**src/hdl/rcpf_pkg.sv**
```systemverilog
// Shared types, constants and helper functions for the robot command packet framer.
// No dependencies; every other file in hdl/ refers to this package by scoped names.
package rcpf_pkg;

  // Fixed-point format of the incoming numbers
  localparam int VAL_FRAC_BITS = 16;
  localparam int VAL_BITS      = 32;
  localparam int POW_BITS      = 24;   // 10^7 fits in 24 bits
  localparam int PROD_BITS     = VAL_BITS + POW_BITS;
  localparam int SCALED_BITS   = 21;   // low bits of the scaled number that are sent
  localparam int SHIFT_BITS    = 3;
  localparam int NUM_VALUES    = 5;

  // Packet layout
  localparam int PKT_MAX_LEN   = 18;
  localparam int IDX_BITS      = $clog2(PKT_MAX_LEN);
  localparam int HDR_BYTES     = 2;
  localparam int NUM_BYTES     = 3;
  localparam logic [IDX_BITS-1:0] LAST_IDX_SHORT = IDX_BITS'(11);
  localparam logic [IDX_BITS-1:0] LAST_IDX_LONG  = IDX_BITS'(17);
  localparam logic [IDX_BITS-1:0] LAST_IDX_REQ   = IDX_BITS'(2);

  localparam logic [7:0] DIGIT_BASE = 8'h30;
  localparam logic [3:0] ID_MAX     = 4'd9;

  // Queue between front and back
  localparam int QUEUE_DEPTH = 2;
  localparam int QPTR_BITS   = $clog2(QUEUE_DEPTH);
  localparam int QCNT_BITS   = $clog2(QUEUE_DEPTH + 1);

  typedef enum logic [1:0] {
    OP_SHORT = 2'd0,
    OP_LONG  = 2'd1,
    OP_REQ   = 2'd2,
    OP_NONE  = 2'd3
  } op_t;

  typedef struct packed {
    logic [1:0]                 op;
    logic [7:0]                 command_type;
    logic [3:0]                 unit_id;
    logic signed [VAL_BITS-1:0] value_1;
    logic signed [VAL_BITS-1:0] value_2;
    logic signed [VAL_BITS-1:0] value_3;
    logic signed [VAL_BITS-1:0] value_4;
    logic signed [VAL_BITS-1:0] value_5;
    logic [SHIFT_BITS-1:0]      decimal_shift;
  } in_item_t;

  typedef struct packed {
    logic [7:0] out_byte;
    logic       last_byte;
  } out_item_t;

  // One framed packet, checksum not yet filled in
  typedef struct packed {
    logic [IDX_BITS-1:0]              last_idx;
    logic [PKT_MAX_LEN-1:0][7:0]      bytes;
  } pkt_t;

  function automatic logic [POW_BITS-1:0] pow_ten(input logic [SHIFT_BITS-1:0] shift);
    logic [POW_BITS-1:0] p;
    begin
      unique case (shift)
        3'd0:    p = POW_BITS'(1);
        3'd1:    p = POW_BITS'(10);
        3'd2:    p = POW_BITS'(100);
        3'd3:    p = POW_BITS'(1000);
        3'd4:    p = POW_BITS'(10000);
        3'd5:    p = POW_BITS'(100000);
        3'd6:    p = POW_BITS'(1000000);
        default: p = POW_BITS'(10000000);
      endcase
      return p;
    end
  endfunction

endpackage

```
**src/hdl/rcpf_queue.sv**
```systemverilog
// Short packet queue between the front end and the byte serializer.
// Depends on rcpf_pkg.
module rcpf_queue (
  input  logic           clk,
  input  logic           rst_n,
  input  logic           push_valid,
  output logic           push_ready,
  input  rcpf_pkg::pkt_t push_data,
  output logic           pop_valid,
  input  logic           pop_ready,
  output rcpf_pkg::pkt_t pop_data
);

  rcpf_pkg::pkt_t                   slot_r [rcpf_pkg::QUEUE_DEPTH];
  logic [rcpf_pkg::QPTR_BITS-1:0]   wr_ptr_r;
  logic [rcpf_pkg::QPTR_BITS-1:0]   rd_ptr_r;
  logic [rcpf_pkg::QCNT_BITS-1:0]   count_r;
  logic                             do_push;
  logic                             do_pop;

  assign push_ready = (count_r != rcpf_pkg::QCNT_BITS'(rcpf_pkg::QUEUE_DEPTH));
  assign pop_valid  = (count_r != '0);
  assign pop_data   = slot_r[rd_ptr_r];
  assign do_push    = push_valid && push_ready;
  assign do_pop     = pop_valid && pop_ready;

  function automatic logic [rcpf_pkg::QPTR_BITS-1:0] ptr_inc(
    input logic [rcpf_pkg::QPTR_BITS-1:0] p
  );
    begin
      return (p == rcpf_pkg::QPTR_BITS'(rcpf_pkg::QUEUE_DEPTH - 1)) ? '0
             : p + rcpf_pkg::QPTR_BITS'(1);
    end
  endfunction

  always_ff @(posedge clk) begin
    if (do_push) begin
      slot_r[wr_ptr_r] <= push_data;
    end
  end

  always_ff @(posedge clk) begin
    if (!rst_n) begin
      wr_ptr_r <= '0;
      rd_ptr_r <= '0;
      count_r  <= '0;
    end else begin
      if (do_push) begin
        wr_ptr_r <= ptr_inc(wr_ptr_r);
      end
      if (do_pop) begin
        rd_ptr_r <= ptr_inc(rd_ptr_r);
      end
      if (do_push && !do_pop) begin
        count_r <= count_r + rcpf_pkg::QCNT_BITS'(1);
      end else if (do_pop && !do_push) begin
        count_r <= count_r - rcpf_pkg::QCNT_BITS'(1);
      end
    end
  end

endmodule

```
**config.mk**
```make
export PLATFORM = sky130hd
export DESIGN_NAME = rcpf_queue
export DESIGN_NICKNAME = d
export VERILOG_FILES = /design/src/hdl/rcpf_pkg.sv /design/src/hdl/rcpf_queue.sv
export SDC_FILE = /design/constraint.sdc
export NUM_CORES = 1
export LEC_CHECK = 0
export CORE_MARGIN = 2
export CORE_UTILIZATION = 60
export DETAILED_ROUTE_END_ITERATION = 8
export DONT_BUFFER_PORTS = 1
export GPL_ROUTABILITY_DRIVEN = 0
export HOLD_SLACK_MARGIN = 0.08
export PLACE_DENSITY_LB_ADDON = 0.05
export SLEW_MARGIN = 20
export SYNTH_ARGS = -nofsm -noshare
export SYNTH_HDL_FRONTEND = slang
export SYNTH_SLANG_ARGS = --single-unit
```
**constraint.sdc**
```tcl
create_clock -name clk -period 14.5 [get_ports clk]
set_input_delay 2.9 -clock clk [delete_from_list [all_inputs] [get_ports clk]]
set_output_delay 2.9 -clock clk [all_outputs]
set_load 0.05 [all_outputs]
```
==> run metrics <==
element type at the critical path start register; WL/cell 24.8 µm; Starting Density 0.611; total CTS buffers 29; chip width 142 µm; Clock transition at path regs 0.06 ns; Final nets 661; most frequent cell after synthesis edfxtp_1; drt pass-1 iters 4; total negative slack 0 ns; Iter 0 DRT Violations 234; clk_skew 0.00798 ns; FF-to-FF End slot_r[0][13]$_DFFE_PP_; CP Max Fanout 32; leading area contributor after synthesis edfxtp_1; # fillers 1197; fmax 181 MHz; DR vias/cell 5.76; crit path cell chain buf_4 -> buf_12 -> mux2_4; CTS tree done; yosys warns 0; DRC Markers 0; Post-synth ARST share 0; final max-slew violation count 0; Hold Crit Class register to register; R2R Setup Slk 11.65 ns; largest net degree at the start of global routing 89; detailed-route via count 4386; commonest cells in the netlist 298 x edfxtp_1, 101 x mux2_4, 48 x mux2_2; Synth Area per Inst 23.4 µm²; hold path startpoint rd_ptr_r$_SDFFE_PN0P_; RSZ-0062 raised after global routing false; Clk pwr share 0.268; Critical Path RT 11.60 ns; slowest stage delay, CP 0.71 ns; sw frac 0.360; peak supply drop 0.000141 V; Final min period 5.51 ns; count of flip-flops with a built-in enable after synthesis 298; Least-Margin Pin Slew 1.02 ns; Hold Fails Final Rpt 0; slowest cell on the critical path dfxtp_4; part of the power in registers 0.409; PwrDens 221 nW/µm²; cts repair resizes 0; outcome finished clean; antenna cells 0; reg2reg start count_r[0]$_SDFFE_PN0P_; vias in the first global route 4604; DRT Wirelength 18.9 mm; Rows 50; Leak 0.00428 µW; top cell type's share of synthesized area 0.784; Synth cell types 21; ANT nets after route 0; layout cells sized above 1 0.381; I/O pin count 304; chip height 142 µm; Yosys reg bits 303; critical path class register to output port; Area growth syn-to-layout 10.0%; Tot GR Track Use 0.179; Syn Std Cell Area 11400 µm²; Bufs on Longest Clock Path 3; total power 2780 µW; syn nets 642; Hold Slack 0.580 ns; fin crit share 0.380; clk root buf clkbuf_16; ys flop type edfxtp_1; max_slew headroom 0.323; die footprint 20200 µm²; max cap viols 0; Crit. End Element output port; Clk Latency, worst-skew pair 0.53 ns; CTS HTree Levels 1; IO buf count 0; Synth area leaders edfxtp_1 78%, mux2_4 13%, mux2_2 4.7%, buf_6 1.4%, dfxtp_1 0.88%; Congestion Overflow GR 0; crit path DAT 2.61 ns; Hold Path Cell Cnt 2; Internal 1780 µW; combinational group share of total power 0.323; Setup Buffers After CTS 0; Switching Power 1000 µW; first-pass GRT wire length 26.8 mm; DP Wirelength 12.4 mm; cells on worst reg2reg path 4; initial antenna violation count 0; synthesized instance count 488; hold buffer count at cts 0; final setup vio count 0; CTS Sinks 303; core area 18700 µm²; Seq/Total Area, Yosys 0.792
==> metrics by stage <==
step                      setup slack, ns  instance area, µm²  utilization  std cells
final                                8.99               12600        0.672        762
after global routing                 8.85               12600        0.672        762
after CTS                            8.85               12500        0.670        761
after detailed placement             9.34               11600        0.619        709
after global placement               9.39               11600        0.619        709
after floorplan                      7.60               11400            -        488
==> worst max path at each step <==
stage / start / endpoint / slack (ns) / depth (start not counted)
after floorplan: push_valid / slot_r[1][0]$_DFFE_PP_ / 7.60 / 1
after global placement: push_valid / slot_r[1][10]$_DFFE_PP_ / 9.39 / 2
after detailed placement: push_valid / slot_r[1][16]$_DFFE_PP_ / 9.34 / 2
after CTS: register / pop_data[26] / 8.85 / 2
after global routing: register / pop_data[88] / 8.85 / 3
final: register / pop_data[88] / 8.99 / 3
==> layout by cell type, fill, tap and decap left out <==
master	n
clkinvlp_4	1
clkbuf_1	4
ha_1	1
bufinv_16	5
clkinv_1	7
xnor2_1	2
and2_1	4
a21boi_0	1
a21boi_1	1
buf_4	3
mux2_2	48
dfxtp_1	4
clkbuf_16	29
xor2_1	1
buf_12	1
o21ai_0	1
and3_4	1
or2_2	1
o21ai_1	1
dfxtp_4	1
nand2b_4	1
or3_1	1
mux2_4	101
inv_6	1
nand3b_1	1
clkinv_2	6
a21bo_2	1
edfxtp_1	298
buf_6	1
==> worst max-delay path, delay by kind of cell (launching register included) <==
family | cells | cell delay (ns)
multiplexers | 1 | 0.42
flip-flops | 1 | 0.71
buffers and inverters | 2 | 0.92
==> per-layer routing <==
metal  wire length [µm]  vias to the layer above  track usage  part of all wire
met3               2620                       24       0.0993              0.14
met5                  0                        -            0                 0
met4                369                        0       0.0526             0.020
met2               9730                      233        0.311              0.51
li1                   -                     1971            -                 -
met1               6170                     2158        0.188              0.33
==> power by group through the flow <==
| stage | combinational (µW) | sequential (µW) | clock, µW |
|---|---|---|---|
| 2_1_floorplan | 859 | 1150 | 0 |
| 3_3_place_gp | 899 | 1150 | 0 |
| 4_1_cts | 905 | 1140 | 763 |
| 3_5_place_dp | 903 | 1160 | 0 |
| 5_1_grt | 927 | 1150 | 796 |
| 6_report | 898 | 1140 | 746 |
==> sequential cells by signal (all words and copies together) (netlist names), named ones only <==
signal    count
count_r       2
rd_ptr_r      1
slot_r      298
wr_ptr_r      1
==> kinds of logic (layout without fill, tap and decap cells) <==
group	after synthesis	count (layout)	synth area share
compound gates	5	5	0.00307
xor+xnor	3	3	0.00230
fa+ha+maj	1	1	0.00110
buf+inv	18	58	0.0154
flops	303	303	0.792
mux	149	149	0.180
simple gates	9	9	0.00570
==> cell type report <==
type,instances,area [µm²],area share
Timing Repair Buffer,5,53.8,0.00428
Inverter,1,8.76,0.000697
Sequential cell,303,9050,0.721
Clock inverter,19,214,0.0170
Multi-Input combinational cell,167,2200,0.175
Tap cell,234,293,0.0233
Clock buffer,33,741,0.0590
(Power assumes the default switching activity.)
