[config.mk]
export PLATFORM = sky130hd
export DESIGN_NAME = rcpf_back
export DESIGN_NICKNAME = d
export VERILOG_FILES = /design/src/hdl/rcpf_pkg.sv /design/src/hdl/rcpf_back.sv
export SDC_FILE = /design/constraint.sdc
export NUM_CORES = 1
export LEC_CHECK = 0
export ABC_AREA = 1
export BUFFER_PORTS_ARGS = -buffer_cell sky130_fd_sc_hd__buf_2
export CAP_MARGIN = 20
export CORE_UTILIZATION = 45
export DETAILED_ROUTE_END_ITERATION = 6
export PLACE_DENSITY = 0.7
export SLEW_MARGIN = 15
export SYNTH_ARGS = -nofsm -noshare
export SYNTH_HDL_FRONTEND = slang
export SYNTH_SLANG_ARGS = --single-unit
[constraint.sdc]
create_clock -name clk -period 5.8 [get_ports clk]
set_input_delay 1.74 -clock clk [delete_from_list [all_inputs] [get_ports clk]]
set_output_delay 1.74 -clock clk [all_outputs]
set_load 0.02 [all_outputs]
[src/hdl/rcpf_pkg.sv]
// Shared types, constants and helper functions for the robot command packet framer.
// No dependencies; every other file in hdl/ refers to this package by scoped names.
package rcpf_pkg;

  // Fixed-point format of the incoming numbers
  localparam int VAL_FRAC_BITS = 16;
  localparam int VAL_BITS      = 32;
  localparam int POW_BITS      = 24;   // 10^7 fits in 24 bits
  localparam int PROD_BITS     = VAL_BITS + POW_BITS;
  localparam int SCALED_BITS   = 21;   // low bits of the scaled number that are sent
  localparam int SHIFT_BITS    = 3;
  localparam int NUM_VALUES    = 5;

  // Packet layout
  localparam int PKT_MAX_LEN   = 18;
  localparam int IDX_BITS      = $clog2(PKT_MAX_LEN);
  localparam int HDR_BYTES     = 2;
  localparam int NUM_BYTES     = 3;
  localparam logic [IDX_BITS-1:0] LAST_IDX_SHORT = IDX_BITS'(11);
  localparam logic [IDX_BITS-1:0] LAST_IDX_LONG  = IDX_BITS'(17);
  localparam logic [IDX_BITS-1:0] LAST_IDX_REQ   = IDX_BITS'(2);

  localparam logic [7:0] DIGIT_BASE = 8'h30;
  localparam logic [3:0] ID_MAX     = 4'd9;

  // Queue between front and back
  localparam int QUEUE_DEPTH = 2;
  localparam int QPTR_BITS   = $clog2(QUEUE_DEPTH);
  localparam int QCNT_BITS   = $clog2(QUEUE_DEPTH + 1);

  typedef enum logic [1:0] {
    OP_SHORT = 2'd0,
    OP_LONG  = 2'd1,
    OP_REQ   = 2'd2,
    OP_NONE  = 2'd3
  } op_t;

  typedef struct packed {
    logic [1:0]                 op;
    logic [7:0]                 command_type;
    logic [3:0]                 unit_id;
    logic signed [VAL_BITS-1:0] value_1;
    logic signed [VAL_BITS-1:0] value_2;
    logic signed [VAL_BITS-1:0] value_3;
    logic signed [VAL_BITS-1:0] value_4;
    logic signed [VAL_BITS-1:0] value_5;
    logic [SHIFT_BITS-1:0]      decimal_shift;
  } in_item_t;

  typedef struct packed {
    logic [7:0] out_byte;
    logic       last_byte;
  } out_item_t;

  // One framed packet, checksum not yet filled in
  typedef struct packed {
    logic [IDX_BITS-1:0]              last_idx;
    logic [PKT_MAX_LEN-1:0][7:0]      bytes;
  } pkt_t;

  function automatic logic [POW_BITS-1:0] pow_ten(input logic [SHIFT_BITS-1:0] shift);
    logic [POW_BITS-1:0] p;
    begin
      unique case (shift)
        3'd0:    p = POW_BITS'(1);
        3'd1:    p = POW_BITS'(10);
        3'd2:    p = POW_BITS'(100);
        3'd3:    p = POW_BITS'(1000);
        3'd4:    p = POW_BITS'(10000);
        3'd5:    p = POW_BITS'(100000);
        3'd6:    p = POW_BITS'(1000000);
        default: p = POW_BITS'(10000000);
      endcase
      return p;
    end
  endfunction

endpackage

[src/hdl/rcpf_back.sv]
// Back end: sends a queued packet one byte per cycle when out_ready allows,
// and appends the checksum. Depends on rcpf_pkg.
module rcpf_back (
  input  logic                clk,
  input  logic                rst_n,
  input  logic                pop_valid,
  output logic                pop_ready,
  input  rcpf_pkg::pkt_t      pop_data,
  output logic                out_valid,
  input  logic                out_ready,
  output rcpf_pkg::out_item_t out_data
);

  logic                          active_r;
  rcpf_pkg::pkt_t                pkt_r;
  logic [rcpf_pkg::IDX_BITS-1:0] idx_r;
  logic [7:0]                    sum_r;
  logic                          out_valid_r;
  rcpf_pkg::out_item_t           out_data_r;

  logic       emit;
  logic       is_last;
  logic [7:0] cur_byte;
  logic       load;

  assign emit      = active_r && (!out_valid_r || out_ready);
  assign is_last   = (idx_r == pkt_r.last_idx);
  // checksum is 0xFF minus the running sum
  assign cur_byte  = is_last ? ~sum_r : pkt_r.bytes[idx_r];
  assign pop_ready = !active_r || (emit && is_last);
  assign load      = pop_valid && pop_ready;

  always_ff @(posedge clk) begin
    if (!rst_n) begin
      active_r    <= 1'b0;
      out_valid_r <= 1'b0;
    end else begin
      if (load) begin
        active_r <= 1'b1;
      end else if (emit && is_last) begin
        active_r <= 1'b0;
      end
      if (emit) begin
        out_valid_r <= 1'b1;
      end else if (out_ready) begin
        out_valid_r <= 1'b0;
      end
    end
  end

  always_ff @(posedge clk) begin
    if (emit) begin
      out_data_r.out_byte  <= cur_byte;
      out_data_r.last_byte <= is_last;
    end
    if (load) begin
      // start the next packet right behind the checksum byte
      pkt_r <= pop_data;
      idx_r <= '0;
      sum_r <= '0;
    end else if (emit) begin
      idx_r <= idx_r + rcpf_pkg::IDX_BITS'(1);
      sum_r <= sum_r + cur_byte;
    end
  end

  assign out_valid = out_valid_r;
  assign out_data  = out_data_r;

endmodule
==> results_tabular.tex <==
\begin{tabular}{lr}
\hline
Metric & Value \\
\hline
\multicolumn{2}{l}{\textbf{Power}} \\
\quad Cell Pwr Density & 364 nW/um\^{}2 \\
\quad Combinational Power Share & 15.9\% \\
\quad Post-layout power & 3.18 mW \\
\quad Sequential Power Share & around 47\% \\
\quad Cell-internal power & 2.37 mW \\
\quad Share of power burned in the clock network & 36.7\% \\
\quad Switching share of power & around a quarter \\
\quad Peak supply drop & between 0.2 and 0.25 mV \\
\quad Total leakage power & 3.52 nW \\
\quad Net switching power of the design & 0.805 mW \\
\multicolumn{2}{l}{\textbf{Clock tree}} \\
\quad Clk buf depth & 2 \\
\quad Clk Tree Root Cell & clkbuf\_16 \\
\quad CTS Buf Count & 17 \\
\quad Setup Buffers After CTS & 0 \\
\quad Clk slew on worst S/H paths & $\sim$70 ps \\
\quad Clock tree from TritonCTS & built \\
\quad \# H-tree levels & 4 \\
\quad Clock tree sinks & 173 \\
\quad Cts repair resizes & 0 \\
\quad Hold-fix buffer count after cts & 0 \\
\quad Latest clock arrival within the worst-skew pair & about 420 ps \\
\multicolumn{2}{l}{\textbf{Floorplan}} \\
\quad Chip Width & 128 um \\
\quad Die Area & about 16000 um\^{}2 \\
\quad Core area & 15300 um\^{}2 \\
\quad Die boundary height & 128 um \\
\quad Number of top-level pins & around 160 \\
\quad Number of standard-cell rows in the floorplan & 45 \\
\quad Initial Utilization & 46.4\% \\
\multicolumn{2}{l}{\textbf{Route}} \\
\quad Met3 wire len & 798 um \\
\quad Met1 routed wirelength after detailed routing & 6790 um \\
\quad Via count & 4915 \\
\quad Detailed-route wire length per cell & 16.1 um \\
\quad Post-DRT Antenna Nets & 0 \\
\quad Vias per Instance & about 5.0 \\
\quad Total met2 wirelength after detailed routing & around 8000 um \\
\quad DR DRC count & 0 \\
\quad Number of design-rule violations left by the first detailed-router iteration & just over 300 \\
\quad Top routing layer in use & met4 \\
\quad Wire length after detailed routing & 15800 um \\
\quad Router iterations before antenna repair & 5 \\
\multicolumn{2}{l}{\textbf{GRT}} \\
\quad GR Util All Layers & 20.4\% \\
\quad Wire length of the first global-routing pass & 24600 um \\
\quad Initial antenna violation count & 0 \\
\quad Overflow left after global routing & 0 \\
\quad Number of global-route vias before repair & 4826 \\
\quad Largest net degree at the start of global routing & 127 \\
\multicolumn{2}{l}{\textbf{Run}} \\
\quad Max Cap Viol & 0 \\
\multicolumn{2}{l}{\textbf{Logic synthesis}} \\
\quad EDFF count, synth & approximately 160 \\
\quad Sequential share of the synthesized area & 70.9\% \\
\quad Total of flip-flops plus latches after synthesis & 173 \\
\quad Gate Count Post-Synth & 593 \\
\quad Syn\_area\_per\_cell & 12.0 um\^{}2 \\
\quad Post-synth ARST share & 0\% \\
\quad Synth cell types & 37 \\
\quad Yosys warns & 0 \\
\quad Ys flop type & edfxtp\_1 \\
\quad Total nets after synthesis & 755 \\
\quad Netlist area before placement & 7110 um\^{}2 \\
\multicolumn{2}{l}{\textbf{STA}} \\
\quad Post-layout min period & 4660 ps \\
\quad Total negative setup slack & 0 ps \\
\quad Share of the clock period used by the worst path after layout & 80.3\% \\
\quad Setup Skew & 10.3 ps \\
\quad Setup repair after global routing missed its margin & false \\
\quad Final setup violation count & 0 \\
\quad Slew Limit Fails & 0 \\
\quad Least-Margin Pin Slew & 931 ps \\
\quad Final Hold Violating Endpoints & 0 \\
\quad Max\_slew headroom & between 30\% and 40\% \\
\quad Timing-limited maximum frequency & 0.215 GHz \\
\multicolumn{2}{l}{\textbf{Critical path}} \\
\quad WP data required & 4060 ps \\
\quad Critical setup path kind & in -> out \\
\quad Highest fanout seen on the critical path & 15 \\
\quad Slack of the worst reg-to-reg path & between 1500 and 2000 ps \\
\quad Crit start category & input port \\
\quad Data arrival, critical path & 2920 ps \\
\quad Crit path capture type & output port \\
\multicolumn{2}{l}{\textbf{Cells and area}} \\
\quad Share of layout cells above drive strength 1 & 27.6\% \\
\quad Final net count & 916 \\
\quad Ant diodes & 0 \\
\quad Area growth from synthesis to layout & 22.6\% \\
\multicolumn{2}{l}{\textbf{Hold path}} \\
\quad Hold Path Class & reg -> reg \\
\multicolumn{2}{l}{\textbf{Placed design}} \\
\quad Routability congestion estimate from global placement & 0.782 \\
\quad DP Wirelength & roughly 11000 um \\
\quad Port Buffers & 163 \\
\multicolumn{2}{l}{\textbf{Run status}} \\
\quad Run status & finished, final reports clean \\
\hline
\end{tabular}
[power groups by stage]
| stage | Combinational, mW | Clock (mW) | Sequential, mW |
|---|---|---|---|
| after global routing | 0.573 | 1.24 | 1.51 |
| after floorplan | 0.335 | 0 | 1.53 |
| after detailed placement | 0.507 | 0 | 1.53 |
| after global placement | 0.493 | 0 | 1.53 |
| final | 0.505 | 1.17 | 1.51 |
| after CTS | 0.509 | 1.18 | 1.50 |
[sequential cells by signal (all words and copies together) (netlist names)]
register	cells
pkt_r	149
out_data	9
sum_r	8
idx_r	5
active_r	1
out_valid	1
[synthesized netlist by cell type, types with 3 or more instances]
cell type / instances / area, um^2
nand2_1: 100 / 375
a21oi_1: 25 / 125
o21ai_1: 5 / 25.0
o21ai_0: 59 / 295
dfxtp_1: 15 / 300
a22oi_1: 6 / 45.0
xor2_1: 6 / 52.6
o22ai_1: 28 / 175
edfxtp_1: 158 / 4740
buf_2: 10 / 50.1
nand4_1: 8 / 50.1
xnor2_1: 3 / 26.3
buf_4: 4 / 30.0
nand3_1: 9 / 45.0
clkbuf_1: 10 / 37.5
inv_1: 37 / 139
inv_2: 3 / 11.3
ha_1: 8 / 100
nor2_1: 76 / 285
[kinds of logic after synthesis]
group                      share of synthesized area (%)
AOI/OAI and AO/OA                                   10.2
xor gates and xnor gates                            1.11
adders and majority gates                           1.69
DFF                                                 70.9
buffers and inverters                               4.06
and+or+nand+nor                                     12.0
[critical path: stages]
cell,delay [ps]
buf_2,100
inv_1,40
nand2_1,60
nand2_1,380
inv_1,140
a21oi_2,230
inv_1,80
buf_2,160
[cell type report]
cell class | count | area [um^2]
clock buffers | 19 | 433
inverters | 40 | 150
clock inverters | 13 | 171
well taps | 211 | 264
repair buffers | 169 | 873
multi-input cells | 353 | 1780
fillers | 1323 | 6590
flip-flops and latches | 173 | 5050
[per-stage QoR]
stage	hold slack, ps	std cells	setup slack (ps)	cell area [um^2]	util [%]
2_1_floorplan	459	593	1760	7110	-
3_3_place_gp	469	946	1160	8120	53.0
3_5_place_dp	482	946	1110	8120	53.0
4_1_cts	490	978	1120	8720	56.9
5_1_grt	507	978	977	8720	56.9
6_report	492	978	1140	8720	56.9
[cell usage in the layout, fill, tap and decap left out, types with 3 or more instances in the layout]
cell	count
o22ai_1	28
buf_2	163
inv_1	37
a22oi_1	6
nand2_1	100
nand4_1	8
a21oi_1	25
inv_2	3
o21ai_1	5
xnor2_1	3
nand3_1	9
nor2_1	76
dfxtp_1	14
edfxtp_1	158
bufinv_16	4
clkbuf_16	17
buf_4	5
ha_1	8
xor2_1	6
o21ai_0	59
clkinv_2	4
[worst paths after layout]
path | end | depth (start not counted) | from
worst max-delay path | pop_ready | 8 | out_ready
worst min-delay path | out_valid | 2 | out_valid
worst max register to register | sum_r[6] | 15 | idx_r[1]
worst min register to register | out_valid | 2 | out_valid
[layer usage]
| layer | global-route usage [%] | up-vias |
|---|---|---|
| met5 | 0 | - |
| met4 | 5.88 | 0 |
| met3 | 5.59 | 11 |
| met2 | 34.0 | 157 |
| met1 | 26.4 | 2323 |
| li1 | - | 2424 |
Power figures use the tool's default switching activity.
